`src/rtl/core/ncp_pkg.sv`:
```
package ncp_pkg;

  localparam int unsigned ChanW      = 8;
  localparam int unsigned EntryW     = 3 * ChanW;
  localparam int unsigned PairW      = 2 * EntryW;
  localparam int unsigned DistW      = 18;
  localparam int unsigned IdxW       = 4;
  localparam int unsigned MaxEntries = 16;
  localparam int unsigned PairCount  = 8;
  localparam int unsigned CfgIdxW    = 4;
  localparam int unsigned Latency    = 5;

  typedef struct packed {
    logic [ChanW-1:0] red;
    logic [ChanW-1:0] green;
    logic [ChanW-1:0] blue;
  } rgb_t;

  typedef struct packed {
    logic [DistW:0]    key;
    logic [IdxW-1:0]   idx;
  } cand_t;

  function automatic logic [ChanW-1:0] abs_diff(input logic [ChanW-1:0] a,
                                                input logic [ChanW-1:0] b);
    abs_diff = (a > b) ? (a - b) : (b - a);
  endfunction

  // keep the left candidate unless the right one is strictly nearer
  function automatic cand_t pick(input cand_t a, input cand_t b);
    pick = (b.key < a.key) ? b : a;
  endfunction

endpackage

```
`src/rtl/core/ncp_dist.sv`:
```
module ncp_dist
  import ncp_pkg::*;
(
  input  logic             clk_i,
  input  rgb_t             pixel_i,
  input  rgb_t             entry_i,
  output logic [DistW-1:0] dist_o
);

  logic [ChanW-1:0]   dr_d, dg_d, db_d;
  logic [ChanW-1:0]   dr_q, dg_q, db_q;
  logic [2*ChanW-1:0] sr_d, sg_d, sb_d;
  logic [2*ChanW-1:0] sr_q, sg_q, sb_q;
  logic [DistW-1:0]   dist_d, dist_q;

  always_comb begin
    dr_d   = abs_diff(pixel_i.red, entry_i.red);
    dg_d   = abs_diff(pixel_i.green, entry_i.green);
    db_d   = abs_diff(pixel_i.blue, entry_i.blue);
    sr_d   = dr_q * dr_q;
    sg_d   = dg_q * dg_q;
    sb_d   = db_q * db_q;
    dist_d = DistW'(sr_q) + DistW'(sg_q) + DistW'(sb_q);
  end

  always_ff @(posedge clk_i) begin
    dr_q   <= dr_d;
    dg_q   <= dg_d;
    db_q   <= db_d;
    sr_q   <= sr_d;
    sg_q   <= sg_d;
    sb_q   <= sb_d;
    dist_q <= dist_d;
  end

  assign dist_o = dist_q;

endmodule

```
`config.mk`:
```
export PLATFORM = sky130hd
export DESIGN_NAME = ncp_dist
export DESIGN_NICKNAME = d
export VERILOG_FILES = /design/src/rtl/core/ncp_pkg.sv /design/src/rtl/core/ncp_dist.sv
export SDC_FILE = /design/constraint.sdc
export NUM_CORES = 1
export LEC_CHECK = 0
export BUFFER_PORTS_ARGS = -buffer_cell sky130_fd_sc_hd__buf_2
export CAP_MARGIN = 15
export CORE_MARGIN = 5
export CORE_UTILIZATION = 64
export CTS_BUF_LIST = sky130_fd_sc_hd__clkbuf_4 sky130_fd_sc_hd__clkbuf_8
export DETAILED_ROUTE_END_ITERATION = 16
export PLACE_DENSITY = 0.88
export SLEW_MARGIN = 20
export SYNTH_ARGS = -nofsm -noshare
export SYNTH_HDL_FRONTEND = slang
export SYNTH_SLANG_ARGS = --single-unit
```
`constraint.sdc`:
```
create_clock -name clk_i -period 6.2 [get_ports clk_i]
set_input_delay 0.31 -clock clk_i [delete_from_list [all_inputs] [get_ports clk_i]]
set_output_delay 0.31 -clock clk_i [all_outputs]
set_load 0.01 [all_outputs]
```
==> impl_metrics.py <==
metrics = {
    "drt": {
        "drtIter0Drc": 391,
        "firstDrtPassIters": 4,
        "detail_route.vias_per_cell": 5.470,
        "ant_nets": 0,
        "drt_wl_total_mm": 18.45,
        "via_count": 7001,
        "drc": 0,
        "drt-wirelength-per-cell_um": 14.41,
    },
    "clock_tree": {
        "hold_buffers": 0,
        "cts.htree.levels": 3,
        "numCtsBuffers": 9,
        "ctsResizeCount": 0,
        "cts_tree": "done",
        "clockBufferDepth": 2,
        "clkLatencyLatePin_ns": 0.38,
        "post-cts-setup-buffer-count": 0,
        "clock-sinks": 87,
        "clk_pin_slew_worst_paths_ns": 0.09,
        "cts_root_buf": "clkbuf_8",
    },
    "synth": {
        "synth_seq_cells": 87,
        "ys_async_sr_fraction_pct": 0,
        "syn_area_sq_um": 9562,
        "synthFlopType": "dfxtp_1",
        "avgSynthCellArea_sq_um": 9.338,
        "synth_top_area_share_pct": 20.31,
        "synth-edff-count": 0,
        "synth_area_leaders": "fa_1 (20%), ha_1 (19%), dfxtp_1 (18%), inv_1 (7.4%), and2_1 (4.6%)",
        "yosys.area.top_type": "fa_1",
        "synth_cell_types": 54,
        "synth_cells": 1024,
        "yosysWarnings": 0,
        "synth-seq-area-share_pct": 18.22,
    },
    "placed_design": {
        "place.gp.congestion": 0.8761,
        "dp_cells": 1264,
        "portBuffers": 66,
        "hpwl_mm": 15.38,
    },
    "worst_setup_path": {
        "crit_arrival_ns": 4.82,
        "worst_setup_path_start_kind": "flip-flop",
        "crit_fanout": 9,
        "worst-r2r-cell-count": 14,
        "cp-end-kind": "flip-flop",
        "rrSetupSlack_ns": 1.64,
        "r2r_start": "db_q[5]$_DFF_P_",
        "criticalPathCategory": "flip-flop to flip-flop",
        "r2r_end": "sb_q[15]$_DFF_P_",
        "critPathRequiredTime_ns": 6.46,
    },
    "grt": {
        "grt_pass1_vias": 7247,
        "grt_usage_pct": 22.00,
        "grt.overflow.total": 0,
        "grt_max_degree": 16,
        "grt_first_pass_wirelength_mm": 32.34,
        "antenna_found_initial": 0,
    },
    "cells_and_area": {
        "fillers": 1065,
        "final_cell_mix": "inv_1 (189), ha_1 (148), fa_1 (97)",
        "diodes": 0,
        "nets": 1385,
        "final_cells": 1280,
        "syn_to_final_growth_pct": 7.576,
        "drive_gt1_share_pct": 9.945,
        "final_common_cell": "inv_1",
    },
    "die": {
        "fp-row-count": 44,
        "die_x_um": 132.2,
        "dieArea_sq_um": 17480,
        "die_h_um": 132.2,
        "start_util_pct": 65.54,
        "io_pins": 67,
        "core_sq_um": 14590,
    },
    "sta": {
        "maxSlewViolCount": 0,
        "tightest_slew_ns": 0.5535,
        "setup_viol": 0,
        "finalCritPeriodShare_pct": 73.56,
        "rsz0062_at_grt": "no",
        "fmax_mhz": 219.3,
        "finalHoldViolCount": 0,
        "final.setup.tns_ns": 0,
        "period_needed_ns": 4.561,
        "skew_ns": 0.01653,
        "slew_headroom_pct": 63.05,
    },
    "worst_hold_path": {
        "min_to": "dr_q[0]$_DFF_P_",
        "hold-path-cell-count": 3,
        "min_from": "entry_i[16]",
        "min_path_type": "input port to flip-flop",
    },
    "job": {
        "drv_cap": 0,
    },
    "status": {
        "outcome": "completed",
    },
}
-- worst max path at each step --
stage / depth (start not counted) / slack (ns) / start / end
floorplan: 14 / 1.91 / dr_q[2]$_DFF_P_ / sr_q[13]$_DFF_P_
CTS: 14 / 1.67 / db_q[5]$_DFF_P_ / sb_q[15]$_DFF_P_
detailed placement: 14 / 1.80 / dr_q[5]$_DFF_P_ / sr_q[13]$_DFF_P_
global route: 14 / 1.45 / db_q[5]$_DFF_P_ / sb_q[15]$_DFF_P_
global placement: 14 / 1.91 / dr_q[5]$_DFF_P_ / sr_q[13]$_DFF_P_
finish: 14 / 1.64 / db_q[5]$_DFF_P_ / sb_q[15]$_DFF_P_
-- sequential cells by signal, summed over array words and instances, names as in the netlist --
name    flops
dist_o     18
sb_q       15
sg_q       15
sr_q       15
db_q        8
dg_q        8
dr_q        8
-- synth_stat cells (all sizes together) (8+ instances only) --
cell type    n
inv        189
ha         148
fa          97
dfxtp       87
and2        73
a21oi       56
xnor2       48
nand2       40
o21ai       35
nor2        34
xor2        32
mux2i       24
nor2b       19
nand2b      14
a211oi      12
a21o        11
clkbuf       8
or2          8
-- routing by layer --
metal,GRT usage (%),up-vias,wire (um)
met5,0,-,0
met2,40.23,138,9434
met1,26.52,3357,7910
li1,-,3459,-
met4,7.523,0,505
met3,2.901,47,594
-- logic make-up (layout without fill, tap and decap cells) --
family | count (synthesis) | after routing | share of synthesized area (%)
AO/OA/AOI/OAI | 168 | 168 | 12.03
XOR/XNOR | 80 | 80 | 7.328
adder cells (fa/ha/maj) | 245 | 245 | 39.68
multiplexers | 24 | 24 | 2.512
buffers and inverters | 201 | 271 | 7.969
other | 1 | 3 | 0.03922
flip-flops | 87 | 87 | 18.22
AND/OR/NAND/NOR | 218 | 218 | 12.23
-- critical path: stages, from the launching register on --
cell and delay (ns):
dfxtp_1 0.48, inv_1 0.13, nor2_1 0.23, fa_1 0.48
fa_1 0.55, inv_1 0.06, fa_1 0.50, fa_1 0.55
inv_1 0.05, ha_1 0.30, o21a_1 0.19, a21oi_1 0.12
o311ai_0 0.46, a21oi_1 0.19, xor2_1 0.17
-- layout make-up --
class | count | area, sq um | share of cell area, %
timing repair buffer | 66 | 330.3 | 3.211
sequential | 87 | 1742 | 16.93
clock buffer | 11 | 145.1 | 1.411
tap | 184 | 230.2 | 2.238
inverter | 189 | 709.4 | 6.897
clock inverter | 5 | 63.81 | 0.6204
multi-input combinational | 738 | 7066 | 68.69
-- stage by stage --
stage	util, %	setup slack, ns	hold WS, ns	instance area (sq um)
6_report	70.51	1.639	0.2433	10290
5_1_grt	70.51	1.446	0.2495	10290
4_1_cts	70.51	1.675	0.2294	10290
3_5_place_dp	69.07	1.803	0.4469	10080
3_3_place_gp	69.07	1.910	0.4477	10080
2_1_floorplan	-	1.907	0.4055	9569
Power is left out: the tool's default activity adds up to more than one toggle a clock period on the data nets, which glitch-free logic cannot reach.
