==> config.mk <==
export PLATFORM = sky130hd
export DESIGN_NAME = ncp_min
export DESIGN_NICKNAME = d
export VERILOG_FILES = /design/src/rtl/core/ncp_pkg.sv /design/src/rtl/core/ncp_min.sv
export SDC_FILE = /design/constraint.sdc
export NUM_CORES = 1
export LEC_CHECK = 0
export BUFFER_PORTS_ARGS = -buffer_cell sky130_fd_sc_hd__buf_2
export CORE_MARGIN = 3
export CORE_UTILIZATION = 54
export DETAILED_ROUTE_END_ITERATION = 7
export GPL_TIMING_DRIVEN = 0
export PLACE_DENSITY = 0.82
export SLEW_MARGIN = 40
export SYNTH_ARGS = -nofsm -noshare
export SYNTH_HDL_FRONTEND = slang
export SYNTH_SLANG_ARGS = --single-unit
==> constraint.sdc <==
create_clock -name clk_i -period 9.1 [get_ports clk_i]
set_input_delay 0.455 -clock clk_i [delete_from_list [all_inputs] [get_ports clk_i]]
set_output_delay 0.455 -clock clk_i [all_outputs]
set_load 0.03 [all_outputs]
==> src/rtl/core/ncp_pkg.sv <==
package ncp_pkg;

  localparam int unsigned ChanW      = 8;
  localparam int unsigned EntryW     = 3 * ChanW;
  localparam int unsigned PairW      = 2 * EntryW;
  localparam int unsigned DistW      = 18;
  localparam int unsigned IdxW       = 4;
  localparam int unsigned MaxEntries = 16;
  localparam int unsigned PairCount  = 8;
  localparam int unsigned CfgIdxW    = 4;
  localparam int unsigned Latency    = 5;

  typedef struct packed {
    logic [ChanW-1:0] red;
    logic [ChanW-1:0] green;
    logic [ChanW-1:0] blue;
  } rgb_t;

  typedef struct packed {
    logic [DistW:0]    key;
    logic [IdxW-1:0]   idx;
  } cand_t;

  function automatic logic [ChanW-1:0] abs_diff(input logic [ChanW-1:0] a,
                                                input logic [ChanW-1:0] b);
    abs_diff = (a > b) ? (a - b) : (b - a);
  endfunction

  // keep the left candidate unless the right one is strictly nearer
  function automatic cand_t pick(input cand_t a, input cand_t b);
    pick = (b.key < a.key) ? b : a;
  endfunction

endpackage

==> src/rtl/core/ncp_min.sv <==
module ncp_min
  import ncp_pkg::*;
#(
  parameter int unsigned NUM_ENTRIES = 16
) (
  input  logic             clk_i,
  input  logic [DistW-1:0] dist_i [NUM_ENTRIES],
  output logic [IdxW-1:0]  index_o
);

  cand_t leaf [MaxEntries];
  cand_t lvl1 [MaxEntries/2];
  cand_t lvl2_d [MaxEntries/4];
  cand_t lvl2_q [MaxEntries/4];
  cand_t lvl3 [MaxEntries/8];
  cand_t best_d, best_q;

  for (genvar i = 0; i < MaxEntries; i++) begin : g_leaf
    if (i < NUM_ENTRIES) begin : g_used
      assign leaf[i] = '{key: {1'b0, dist_i[i]}, idx: IdxW'(i)};
    end else begin : g_unused
      assign leaf[i] = '{key: {1'b1, {DistW{1'b0}}}, idx: IdxW'(i)};
    end
  end

  always_comb begin
    for (int i = 0; i < MaxEntries/2; i++) begin
      lvl1[i] = pick(leaf[2*i], leaf[2*i+1]);
    end
    for (int i = 0; i < MaxEntries/4; i++) begin
      lvl2_d[i] = pick(lvl1[2*i], lvl1[2*i+1]);
    end
    for (int i = 0; i < MaxEntries/8; i++) begin
      lvl3[i] = pick(lvl2_q[2*i], lvl2_q[2*i+1]);
    end
    best_d = pick(lvl3[0], lvl3[1]);
  end

  always_ff @(posedge clk_i) begin
    lvl2_q <= lvl2_d;
    best_q <= best_d;
  end

  assign index_o = best_q.idx;

endmodule

==> impl_metrics.yaml <==
synth:
  ys_warn_count: 0
  synth_top_area_share_pct: 29.2
  yosysMostFrequentCell: "ha_1"
  ys_ff_latch: 84
  synth_cell_types: 54
  postSynth.asyncResetShare_pct: 0
  synthesis.area_sq_mm: 0.0109
  synthTopCellsByArea: "ha_1, mux2i_1, dfxtp_1"
  synth_common_cells: "ha_1, inv_1, mux2i_1"
  syn_area_per_cell_sq_um: 8.37
  syn_inst: 1307
  synth-seq-area-share_pct: 15.4
  synthFlopType: "dfxtp_1"
  yosysTopAreaCell: "ha_1"
  synth_edf_count: 0
  syn-num-nets: 1851
critical_path:
  r2r-start: "lvl2_q[82]$_DFF_P_"
  worstPathRequired_ps: 9290
  cp_max_fo: 10
  crit_arrival_ps: 5190
  worstSetupStartpointType: "input pin"
  reg2reg_depth: 18
  rr_endpoint: "index_o[0]$_DFF_P_"
  critPathCaptureType: "register"
  critical_path_class: "in -> reg"
  rrSetupSlack_ps: 4290
clocking:
  cts.sinks: 84
  path_clk_slew_ps: 60
  cts_hold_buf: 0
  postCtsResizedCells: 0
  cts_buffers: 9
  insertion_delay_ps: 330
  cts_tree: "built"
  clk_path_buf_depth: 2
  post_cts_buffers: 0
  cts_root_buf: "clkbuf_16"
  cts_max_level: 3
sta:
  slew_viol_final: 0
  holdWs_ps: 457
  max_freq_mhz: 200
  finalSetupViolations: 0
  max_slew_margin_pct: 45.7
  setup_ws_ps: 4100
  period_needed_ps: 5000
  tightest_slew_ps: 814
  post-route-period-util_pct: 55.0
  rsz0062_at_grt: "no"
  skew_ps: 6.67
  finalHoldViolations: 0
  fin_tns_setup_ps: 0
layout:
  layout-drive-gt1-share_pct: 21.7
  fin_cells: 1880
  antennaDiodeCount: 0
  synthToLayoutAreaGrowth_pct: 19.3
  design_area_sq_mm: 0.0130
  num-nets-final: 2154
global_route:
  grt_pass1_vias: 10300
  grt_max_degree: 15
  grt_usage_pct: 25.0
  grt_pass1_wl_microns: 45700
  grt_overflow: 0
  antenna_found_initial: 1
placed_design:
  dp_cells: 1864
  dpl.hpwl_microns: 25600
  gp_congestion: 0.883
  port_buffers: 292
  place_area_sq_mm: 0.0127
  dp_slack_ps: 3740
detailed_routing:
  wl_per_cell_microns: 15.1
  routed_wl_microns: 28500
  ant_nets: 0
  route.vias.total: 10200
  drcViolationCount: 0
  viasPerCell: 5.43
  first_pass_iters: 5
  drt_iter0_drc: 267
run:
  maxCapViolations: 0
worst_hold_path:
  hold_class: "in -> reg"
  min_to: "lvl2_q[19]$_DFF_P_"
  min-delay-start: "dist_i[33]"
  min_delay_path_depth: 3
floorplanning:
  num_rows: 51
  fp.dieW_microns: 148
  core_area_sq_mm: 0.0197
  io_pins: 293
  dieHeight_microns: 148
  die_area_sq_mm: 0.0220
  start_util_pct: 55.6
power:
  peakVddDrop_v: 0.000110
  leakage_nw: 7.62
  p_per_area_mw_per_mm2: 170
status:
  status: "finished, final reports clean"
sequential cells by signal (all words and copies together) (netlist names):
register and flops:
index_o 4, lvl2_q 80
critical path: stages:
cell and delay [ps]:
buf_2 110, ha_1 310, a211o_1 300, a21oi_1 260
o211ai_1 160, a21oi_1 220, o21ai_0 100, buf_2 240
buf_1 400, mux2i_1 330, inv_1 70, ha_1 310
a21oi_1 180, nor2b_1 70, o21ai_0 210, nand2_1 90
a211oi_1 420, a21boi_0 330, a31oi_1 130, buf_4 210
buf_6 170, o2bb2ai_1 120
layout by cell type (no fill, tap or decap), types with 4 or more instances in the layout:
cell | netlist | routed
a211o_1 | 4 | 4
a211oi_1 | 21 | 21
a21o_1 | 22 | 22
a21oi_1 | 99 | 99
a31oi_1 | 5 | 5
and3_1 | 4 | 4
and4_1 | 5 | 5
buf_1 | 5 | 5
buf_2 | 9 | 301
buf_4 | 5 | 5
buf_6 | 4 | 4
clkbuf_1 | 5 | 7
clkbuf_16 | 0 | 9
dfxtp_1 | 84 | 84
ha_1 | 255 | 255
inv_1 | 253 | 253
mux2_2 | 21 | 21
mux2i_1 | 218 | 218
nand2_1 | 49 | 49
nand2b_1 | 9 | 9
nand3_1 | 13 | 13
nand4_1 | 29 | 29
nor2_1 | 54 | 54
nor2b_1 | 9 | 9
nor3_1 | 11 | 11
o2111ai_1 | 5 | 5
o211ai_1 | 5 | 5
o21a_1 | 9 | 9
o21ai_0 | 48 | 48
o21ai_1 | 5 | 5
area by class of cell:
type / count / area (sq um)
well taps: 265 / 332
flip-flops and latches: 84 / 1680
multi-input cells: 941 / 8120
clock inverters: 5 / 85.1
repair buffers: 292 / 1460
clock buffers: 11 / 233
inverters: 253 / 950
plain buffers: 29 / 185
fillers: 1676 / 6610
routing by layer:
| metal | track usage (%) | wire (microns) | vias to the layer above |
|---|---|---|---|
| li1 | - | - | 5224 |
| met1 | 29.5 | 12000 | 4651 |
| met2 | 46.6 | 14200 | 272 |
| met3 | 3.87 | 1510 | 54 |
| met4 | 7.34 | 699 | 2 |
| met5 | 0 | 15 | - |
stage by stage:
step | util, % | power (W)
3_3_place_gp | 64.8 | 0.00178
2_1_floorplan | - | 0.00146
3_5_place_dp | 64.8 | 0.00183
4_1_cts | 66.4 | 0.00222
6_report | 66.4 | 0.00221
5_1_grt | 66.4 | 0.00240
worst max-delay path by stage:
stage                      startpoint                  to  depth (start not counted)
after CTS                 dist_i[155]  lvl2_q[46]$_DFF_P_                         22
after detailed placement  dist_i[155]  lvl2_q[46]$_DFF_P_                         22
after floorplan           dist_i[251]  lvl2_q[81]$_DFF_P_                         20
after global placement    dist_i[155]  lvl2_q[46]$_DFF_P_                         22
final                     dist_i[155]  lvl2_q[46]$_DFF_P_                         22
after global routing      dist_i[155]  lvl2_q[62]$_DFF_P_                         22
where the power goes:
group          internal (W)  switching (W)  total [W]  leakage, nW
Sequential         0.000478      0.0000673   0.000546        0.709
Clock              0.000242       0.000137   0.000378        0.150
Combinational      0.000595       0.000695    0.00129         6.76
logic make-up after synthesis:
family | Yosys count | synth area share, %
buffers and inverters | 282 | 10.4
adders and majority gates | 255 | 29.2
AOI/OAI and AO/OA | 248 | 14.0
muxes | 239 | 22.1
and+or+nand+nor | 199 | 8.98
DFF | 84 | 15.4
Note: power is estimated with default switching activity, not from simulation.
